$ cat config.mk
export PLATFORM = sky130hd
export DESIGN_NAME = rpn_stack_calculator_unit
export DESIGN_NICKNAME = d
export VERILOG_FILES = /design/src/rtl/rsc_pkg.sv /design/src/rtl/rsc_ram.sv /design/src/rtl/rsc_div.sv /design/src/rtl/rpn_stack_calculator_unit.sv
export SDC_FILE = /design/constraint.sdc
export NUM_CORES = 2
export LEC_CHECK = 0
export BUFFER_PORTS_ARGS = -buffer_cell sky130_fd_sc_hd__buf_2
export CAP_MARGIN = 0
export CORE_MARGIN = 3
export CORE_UTILIZATION = 60
export DETAILED_ROUTE_END_ITERATION = 12
export GPL_TIMING_DRIVEN = 0
export HOLD_SLACK_MARGIN = 0.08
export PLACE_DENSITY = 0.74
export SLEW_MARGIN = 30
export SYNTH_ARGS = -nofsm -noshare
export SYNTH_HDL_FRONTEND = slang
export SYNTH_HIERARCHICAL = 1
export SYNTH_SLANG_ARGS = --single-unit
$ cat constraint.sdc
create_clock -name i_clk -period 13.95 [get_ports i_clk]
set_clock_uncertainty 0.2 [all_clocks]
set_input_delay 2.0925 -clock i_clk [delete_from_list [all_inputs] [get_ports i_clk]]
set_output_delay 2.0925 -clock i_clk [all_outputs]
set_load 0.01 [all_outputs]
$ cat src/rtl/rsc_pkg.sv
// rsc_pkg: shared types and constants for the postfix stack calculator
// no dependencies; imported by rsc_div, rpn_stack_calculator_unit and the testbench

package rsc_pkg;

    localparam int DATA_W = 32;

    localparam logic [2:0] OP_PUSH = 3'd0;
    localparam logic [2:0] OP_ADD  = 3'd1;
    localparam logic [2:0] OP_SUB  = 3'd2;
    localparam logic [2:0] OP_MUL  = 3'd3;
    localparam logic [2:0] OP_DIV  = 3'd4;
    localparam logic [2:0] OP_END  = 3'd5;

    localparam logic STATUS_OK    = 1'b0;
    localparam logic STATUS_EMPTY = 1'b1;

    typedef struct packed {
        logic [2:0]               opcode;
        logic signed [DATA_W-1:0] operand_value;
    } t_in_item;

    typedef struct packed {
        logic signed [DATA_W-1:0] result_value;
        logic                     status;
    } t_out_item;

    typedef enum logic [1:0] {
        ST_IDLE,
        ST_READ,
        ST_DIV
    } t_state;

endpackage

$ cat src/rtl/rsc_ram.sv
// rsc_ram: generic single-write, single-read ram with registered read data
// no dependencies

module rsc_ram #(
    parameter int WIDTH = 32,
    parameter int DEPTH = 32
) (
    input  logic                     i_clk,
    input  logic                     i_we,
    input  logic [$clog2(DEPTH)-1:0] i_waddr,
    input  logic [WIDTH-1:0]         i_wdata,
    input  logic [$clog2(DEPTH)-1:0] i_raddr,
    output logic [WIDTH-1:0]         o_rdata
);

    logic [WIDTH-1:0] r_mem [DEPTH];
    logic [WIDTH-1:0] r_rdata;

    always_ff @(posedge i_clk) begin
        if (i_we) begin
            r_mem[i_waddr] <= i_wdata;
        end
        r_rdata <= r_mem[i_raddr];
    end

    assign o_rdata = r_rdata;

endmodule

$ cat src/rtl/rsc_div.sv
// rsc_div: iterative signed divider, one quotient bit per cycle, truncating
// depends on rsc_pkg

module rsc_div (
    input  logic                         i_clk,
    input  logic                         i_rst_n,
    input  logic                         i_start,
    input  logic [rsc_pkg::DATA_W-1:0]   i_dividend,
    input  logic [rsc_pkg::DATA_W-1:0]   i_divisor,
    output logic                         o_done,
    output logic [rsc_pkg::DATA_W-1:0]   o_quotient
);
    import rsc_pkg::*;

    localparam int CNT_W = $clog2(DATA_W);
    localparam logic [CNT_W-1:0] LAST_STEP = CNT_W'(DATA_W - 1);

    logic              r_busy, n_busy;
    logic              r_done, n_done;
    logic [CNT_W-1:0]  r_cnt, n_cnt;
    logic              r_neg, n_neg;
    logic [DATA_W-1:0] r_rem, n_rem;
    logic [DATA_W-1:0] r_quo, n_quo;
    logic [DATA_W-1:0] r_dvs, n_dvs;
    logic [DATA_W:0]   shifted;
    logic [DATA_W:0]   diff;

    always_comb begin
        shifted = {r_rem, r_quo[DATA_W-1]};
        diff    = shifted - {1'b0, r_dvs};
        n_busy  = r_busy;
        n_done  = 1'b0;
        n_cnt   = r_cnt;
        n_neg   = r_neg;
        n_rem   = r_rem;
        n_quo   = r_quo;
        n_dvs   = r_dvs;
        if (i_start) begin
            n_busy = 1'b1;
            n_cnt  = '0;
            n_neg  = i_dividend[DATA_W-1] ^ i_divisor[DATA_W-1];
            n_rem  = '0;
            n_quo  = i_dividend[DATA_W-1] ? -i_dividend : i_dividend;
            n_dvs  = i_divisor[DATA_W-1] ? -i_divisor : i_divisor;
        end else if (r_busy) begin
            if (!diff[DATA_W]) begin
                n_rem = diff[DATA_W-1:0];
                n_quo = {r_quo[DATA_W-2:0], 1'b1};
            end else begin
                n_rem = shifted[DATA_W-1:0];
                n_quo = {r_quo[DATA_W-2:0], 1'b0};
            end
            n_cnt = r_cnt + 1'b1;
            if (r_cnt == LAST_STEP) begin
                n_busy = 1'b0;
                n_done = 1'b1;
            end
        end
    end

    always_ff @(posedge i_clk) begin
        if (!i_rst_n) begin
            r_busy <= 1'b0;
            r_done <= 1'b0;
        end else begin
            r_busy <= n_busy;
            r_done <= n_done;
        end
        r_cnt <= n_cnt;
        r_neg <= n_neg;
        r_rem <= n_rem;
        r_quo <= n_quo;
        r_dvs <= n_dvs;
    end

    assign o_done     = r_done;
    assign o_quotient = r_neg ? -r_quo : r_quo;

endmodule

$ cat src/rtl/rpn_stack_calculator_unit.sv
// rpn_stack_calculator_unit: postfix integer evaluator over a bounded stack
// depends on rsc_pkg, rsc_ram (stack entries below the top), rsc_div
// push, end, spare opcodes, an operator on under two values: done on acceptance;
// add/sub/mul, divide by zero: ram read state; divide: ram read, then bit-serial
// divider; input stalls until idle; latency: an end transaction's result is valid
// the cycle after acceptance; reset: synchronous, active low, no ram clear

module rpn_stack_calculator_unit #(
    parameter int STACK_DEPTH = 32
) (
    input  logic               i_clk,
    input  logic               i_rst_n,
    input  logic               i_in_valid,
    output logic               o_in_stall,
    input  rsc_pkg::t_in_item  i_in_data,
    output logic               o_out_valid,
    input  logic               i_out_stall,
    output rsc_pkg::t_out_item o_out_data
);
    import rsc_pkg::*;

    localparam int AW = $clog2(STACK_DEPTH);
    localparam int CW = $clog2(STACK_DEPTH + 1);
    localparam logic [CW-1:0] DEPTH_C = CW'(STACK_DEPTH);
    localparam logic [CW-1:0] TWO_C   = CW'(2);

    t_state            r_state, n_state;
    logic [CW-1:0]     r_count, n_count;
    logic [DATA_W-1:0] r_top, n_top;
    logic [2:0]        r_op, n_op;
    logic              r_out_valid, n_out_valid;
    t_out_item         r_out, n_out;

    logic              accept;
    logic              mem_we;
    logic [AW-1:0]     mem_waddr;
    logic [AW-1:0]     mem_raddr;
    logic [DATA_W-1:0] mem_rdata;
    logic              div_start;
    logic              div_done;
    logic [DATA_W-1:0] div_quo;
    logic [CW-1:0]     count_m1;
    logic [CW-1:0]     count_m2;
    logic [DATA_W-1:0] product;

    assign o_in_stall = (r_state != ST_IDLE) ||
                        (i_in_data.opcode == OP_END && r_out_valid && i_out_stall);
    assign accept     = i_in_valid && !o_in_stall;
    assign count_m1   = r_count - 1'b1;
    assign count_m2   = r_count - TWO_C;
    assign mem_raddr  = count_m2[AW-1:0];
    assign mem_waddr  = count_m1[AW-1:0];
    assign product    = mem_rdata * r_top;

    // next state
    always_comb begin
        n_state = r_state;
        unique case (r_state)
            ST_IDLE: begin
                if (accept && r_count >= TWO_C &&
                    (i_in_data.opcode == OP_ADD || i_in_data.opcode == OP_SUB ||
                     i_in_data.opcode == OP_MUL || i_in_data.opcode == OP_DIV)) begin
                    n_state = ST_READ;
                end
            end
            ST_READ: begin
                if (r_op == OP_DIV && r_top != '0) begin
                    n_state = ST_DIV;
                end else begin
                    n_state = ST_IDLE;
                end
            end
            ST_DIV: begin
                if (div_done) begin
                    n_state = ST_IDLE;
                end
            end
            default: n_state = ST_IDLE;
        endcase
    end

    // datapath and outputs
    always_comb begin
        n_count     = r_count;
        n_top       = r_top;
        n_op        = r_op;
        n_out_valid = r_out_valid && i_out_stall;
        n_out       = r_out;
        mem_we      = 1'b0;
        div_start   = 1'b0;
        unique case (r_state)
            ST_IDLE: begin
                if (accept) begin
                    n_op = i_in_data.opcode;
                    priority if (i_in_data.opcode == OP_PUSH) begin
                        if (r_count < DEPTH_C) begin
                            mem_we  = (r_count != '0);
                            n_top   = i_in_data.operand_value;
                            n_count = r_count + 1'b1;
                        end
                    end else if (i_in_data.opcode == OP_ADD ||
                                 i_in_data.opcode == OP_SUB ||
                                 i_in_data.opcode == OP_MUL ||
                                 i_in_data.opcode == OP_DIV) begin
                        if (r_count < TWO_C) begin
                            n_count = '0;
                        end
                    end else if (i_in_data.opcode == OP_END) begin
                        n_out_valid = 1'b1;
                        if (r_count == '0) begin
                            n_out.result_value = '0;
                            n_out.status       = STATUS_EMPTY;
                        end else begin
                            n_out.result_value = r_top;
                            n_out.status       = STATUS_OK;
                        end
                        n_count = '0;
                    end else begin
                        n_count = r_count;
                    end
                end
            end
            ST_READ: begin
                unique case (r_op)
                    OP_ADD: begin
                        n_top   = mem_rdata + r_top;
                        n_count = count_m1;
                    end
                    OP_SUB: begin
                        n_top   = mem_rdata - r_top;
                        n_count = count_m1;
                    end
                    OP_MUL: begin
                        n_top   = product;
                        n_count = count_m1;
                    end
                    default: begin
                        if (r_top == '0) begin
                            n_count = '0;
                        end else begin
                            div_start = 1'b1;
                        end
                    end
                endcase
            end
            ST_DIV: begin
                if (div_done) begin
                    n_top   = div_quo;
                    n_count = count_m1;
                end
            end
            default: n_count = r_count;
        endcase
    end

    always_ff @(posedge i_clk) begin
        if (!i_rst_n) begin
            r_state     <= ST_IDLE;
            r_count     <= '0;
            r_out_valid <= 1'b0;
        end else begin
            r_state     <= n_state;
            r_count     <= n_count;
            r_out_valid <= n_out_valid;
        end
        r_top <= n_top;
        r_op  <= n_op;
        r_out <= n_out;
    end

    rsc_ram #(
        .WIDTH (DATA_W),
        .DEPTH (STACK_DEPTH)
    ) u_stack_ram (
        .i_clk   (i_clk),
        .i_we    (mem_we),
        .i_waddr (mem_waddr),
        .i_wdata (r_top),
        .i_raddr (mem_raddr),
        .o_rdata (mem_rdata)
    );

    rsc_div u_div (
        .i_clk      (i_clk),
        .i_rst_n    (i_rst_n),
        .i_start    (div_start),
        .i_dividend (mem_rdata),
        .i_divisor  (r_top),
        .o_done     (div_done),
        .o_quotient (div_quo)
    );

    assign o_out_valid = r_out_valid;
    assign o_out_data  = r_out;

endmodule

==> impl_summary.log <==
[metrics] status: complete, no violations
[metrics] number of nets in the layout: between 6000 and 7000
[metrics] endpoint required time on the critical path: 14.22 ns
[metrics] drt drc: 0
[metrics] average cell area after synthesis: roughly 12 sq um
[metrics] CTS tree: done
[metrics] achievable frequency: 103 MHz
[metrics] number of max-slew violations in the final report: 0
[metrics] CP Max Fanout: 10
[metrics] number of buffers inserted during clock tree synthesis: 130
[metrics] headroom to the max-slew limit: between 20 and 30%
[metrics] number of cells upsized or downsized after cts: 0
[metrics] row count: between 100 and 150
[metrics] startpoint class of the critical path: register
[metrics] most common cell in the synthesized netlist: sky130_fd_sc_hd__edfxtp_1
[metrics] number of antenna-violating nets in the routed design: 0
[metrics] Layout Cells excl Fill: roughly 7600
[metrics] H-Tree Depth: 4
[metrics] sequential-to-total area share from yosys stat: between 50% and 60%
[metrics] ratio of final minimum period to clock period: 69.9%
[metrics] Via-to-Cell Ratio: about 6.3
[metrics] cell at the root of the clock tree: sky130_fd_sc_hd__clkbuf_16
[metrics] total number of yosys warnings: 6
[metrics] number of distinct library cells after synthesis: 94
[metrics] unrepaired setup endpoints after global routing: false
[metrics] Cell Area, Placed: 0.0750 sq mm
[metrics] post-synthesis cell type with the largest combined area: sky130_fd_sc_hd__edfxtp_1
[metrics] post-CTS setup buffers: 0
[metrics] maximum count of clock buffers along a single path: 3
[metrics] largest net degree at the start of global routing: 34
[metrics] hold crit path type: register to register
[metrics] top area cells in the synthesized netlist: sky130_fd_sc_hd__edfxtp_1, sky130_fd_sc_hd__fa_1, sky130_fd_sc_hd__mux2i_1
[metrics] via count of the first global-routing pass: approximately 47000
[metrics] # port buffers: between 70 and 80
[metrics] number of antenna violations at the first check in global routing: 8
[metrics] first drt pass iteration count: 8
[metrics] final-layout fill cell count: 8278
[metrics] area added between synthesis and finish: 12.9%
[metrics] floorplan die width: around 350 um
[metrics] chip height: around 350 um
[metrics] Placed Cells: roughly 7400
[metrics] clock transition at the registers of the reported paths: 0.06 ns
[metrics] Fin Setup TNS: 0 ns
[metrics] number of vias after detailed routing: ~48000
[metrics] Num Clock Sinks: about 1200
[metrics] residual overflow from global routing: 0
[metrics] core footprint: around 0.12 sq mm
[metrics] share of the synthesized area in the top cell type: 49.4%
[metrics] Critical Path Sink Type: register
[metrics] share of cells above drive strength 1: under 10%
[metrics] source-to-sink clock delay at the later pin of the worst-skew pair: between 0.7 and 0.8 ns
[metrics] Hold Fails Final Rpt: 0
[metrics] number of ports placed on the die boundary: 74
[metrics] type of the worst setup path: register to register
[metrics] total of endpoints with negative setup slack in the final report: 0
[metrics] Post-Synthesis Cells: about 5700
[metrics] post-detailed-route wirelength per cell: between 20 and 30 um
[metrics] effective utilization at floorplan: between 60% and 70%
[metrics] clock period minus final worst setup slack: between 9 and 10 ns
[metrics] routability congestion estimate from global placement: slightly above 1
[metrics] Post-Syn Nets: 6304
[metrics] final hold slack: around 0.27 ns
[metrics] final std cell area, no fill: slightly below 0.08 sq mm
[metrics] Max-cap violations: 0
[metrics] slew of the pin with the lowest slew margin: around 1.1 ns
[metrics] Post-synth EDFFs: approximately 1200
[metrics] most frequent cells after synthesis: sky130_fd_sc_hd__edfxtp_1, sky130_fd_sc_hd__mux2i_1, sky130_fd_sc_hd__inv_1
[metrics] post-synthesis instance area: approximately 0.070 sq mm
[metrics] post-detailed-routing wire length: between 200000 and 250000 um
[metrics] Async S/R FF share, synth: 0%
[metrics] number of register bits inferred by synthesis: approximately 1200
[metrics] combined global-route utilization of all metal layers: a little over a third
[metrics] estimated wirelength of the detail-placed design: roughly 150000 um
[metrics] full die area: 0.121 sq mm
[metrics] detailed router's first-iteration violation count: around 5600
[metrics] global-route wire length before repair: around 310000 um
[metrics] commonest register cell after synthesis: sky130_fd_sc_hd__edfxtp_1
[metrics] total of hold buffers inserted after clock tree synthesis: 0
[metrics] worst path arrival time: approximately 10 ns
-- sequential cells by signal (all words and copies together) (netlist names) --
signal / cells
u_stack_ram/o_rdata: 32
u_div/r_quo: 32
u_div/r_neg: 1
u_div/r_dvs: 32
r_top: 32
u_div/r_cnt: 5
u_div/o_done: 1
u_div/r_busy: 1
u_stack_ram/r_mem: 1024
o_out_valid: 1
r_count: 6
u_div/r_rem: 32
r_state: 2
o_out_data: 33
r_op: 3
-- critical path: stages (launching register included) --
cell	delay, ns
sky130_fd_sc_hd__dfxtp_1	0.84
sky130_fd_sc_hd__clkbuf_1	0.82
sky130_fd_sc_hd__clkbuf_1	0.82
sky130_fd_sc_hd__nand2_1	0.18
sky130_fd_sc_hd__fa_1	0.57
sky130_fd_sc_hd__inv_1	0.07
sky130_fd_sc_hd__fa_1	0.45
sky130_fd_sc_hd__fa_1	0.55
sky130_fd_sc_hd__inv_1	0.06
sky130_fd_sc_hd__fa_1	0.52
sky130_fd_sc_hd__inv_1	0.04
sky130_fd_sc_hd__ha_1	0.28
sky130_fd_sc_hd__ha_1	0.32
sky130_fd_sc_hd__fa_1	0.54
sky130_fd_sc_hd__inv_1	0.06
sky130_fd_sc_hd__fa_1	0.54
sky130_fd_sc_hd__inv_1	0.07
sky130_fd_sc_hd__ha_1	0.40
sky130_fd_sc_hd__o21ai_0	0.12
sky130_fd_sc_hd__a21oi_1	0.19
sky130_fd_sc_hd__o21ai_0	0.11
sky130_fd_sc_hd__a31oi_1	0.48
sky130_fd_sc_hd__a21boi_0	0.31
sky130_fd_sc_hd__o21ai_1	0.27
sky130_fd_sc_hd__xnor2_1	0.21
sky130_fd_sc_hd__o22ai_1	0.16
sky130_fd_sc_hd__a22oi_1	0.18
sky130_fd_sc_hd__a21oi_1	0.11
-- per-layer routing --
| layer | track usage, % | part of all wire [%] |
|---|---|---|
| met2 | 52.9 | 45 |
| met3 | 9.02 | 11 |
| met4 | 17.9 | 5.9 |
| met5 | 0 | 0.026 |
| met1 | 47.1 | 38 |
-- layout by cell type, fill, tap and decap left out, types with 35 or more instances in the layout --
| cell type | instances |
|---|---|
| sky130_fd_sc_hd__clkbuf_1 | 213 |
| sky130_fd_sc_hd__buf_6 | 57 |
| sky130_fd_sc_hd__xnor2_1 | 182 |
| sky130_fd_sc_hd__nand2_1 | 433 |
| sky130_fd_sc_hd__nand3_1 | 121 |
| sky130_fd_sc_hd__ha_1 | 203 |
| sky130_fd_sc_hd__inv_1 | 513 |
| sky130_fd_sc_hd__dfxtp_1 | 78 |
| sky130_fd_sc_hd__edfxtp_1 | 1157 |
| sky130_fd_sc_hd__a31oi_1 | 55 |
| sky130_fd_sc_hd__xor2_1 | 74 |
| sky130_fd_sc_hd__a22oi_1 | 113 |
| sky130_fd_sc_hd__buf_8 | 45 |
| sky130_fd_sc_hd__nor2b_1 | 49 |
| sky130_fd_sc_hd__nor2_4 | 35 |
| sky130_fd_sc_hd__clkbuf_16 | 137 |
| sky130_fd_sc_hd__fa_1 | 410 |
| sky130_fd_sc_hd__buf_4 | 38 |
| sky130_fd_sc_hd__nor3_1 | 64 |
| sky130_fd_sc_hd__and2_1 | 311 |
| sky130_fd_sc_hd__o21ai_0 | 127 |
| sky130_fd_sc_hd__buf_2 | 108 |
| sky130_fd_sc_hd__a22o_1 | 66 |
| sky130_fd_sc_hd__a21oi_1 | 261 |
| sky130_fd_sc_hd__mux2i_1 | 538 |
| sky130_fd_sc_hd__nor2_1 | 177 |
-- final cells by class --
| cell class | count | area (sq um) | share of cell area [%] |
|---|---|---|---|
| antenna | 3 | 7.51 | 0.00944 |
| buffer | 303 | 1480 | 1.86 |
| clock buffer | 162 | 3560 | 4.48 |
| clock inverter | 79 | 923 | 1.16 |
| inverter | 515 | 1930 | 2.43 |
| multi-input combinational | 3597 | 30900 | 38.9 |
| sequential | 1237 | 36300 | 45.7 |
| tap | 1524 | 1910 | 2.40 |
| timing repair buffer | 191 | 2420 | 3.04 |
-- kinds of logic after synthesis --
logic type               after synthesis  synth area share (%)
AND/OR/NAND/NOR                     1348                  9.60
flip-flops                          1237                  51.6
AO/OA/AOI/OAI                        836                  7.75
buffers and inverters                818                  4.83
adder cells (fa/ha/maj)              613                  15.3
multiplexers                         544                  7.75
XOR/XNOR                             256                  3.18
-- through the flow --
step                      utilization, %  setup slack, ns
after floorplan                        -             5.89
after global placement              62.5             3.61
after detailed placement            64.4             4.49
after CTS                           68.3             4.47
after global routing                68.3             4.08
final                               68.3             4.19
-- final timing paths --
check | start | endpoint | slack, ns | cells past startpoint
min reg2reg | r_state[1] | r_state[1] | 0.27 | 2
max reg2reg | u_stack_ram/o_rdata[2] | r_top[25] | 4.19 | 27
max | u_stack_ram/o_rdata[2] | r_top[25] | 4.19 | 27
min | r_state[1] | r_state[1] | 0.27 | 2
Power is left out: the tool's default activity adds up to more than one toggle a clock period on the data nets, which glitch-free logic cannot reach.
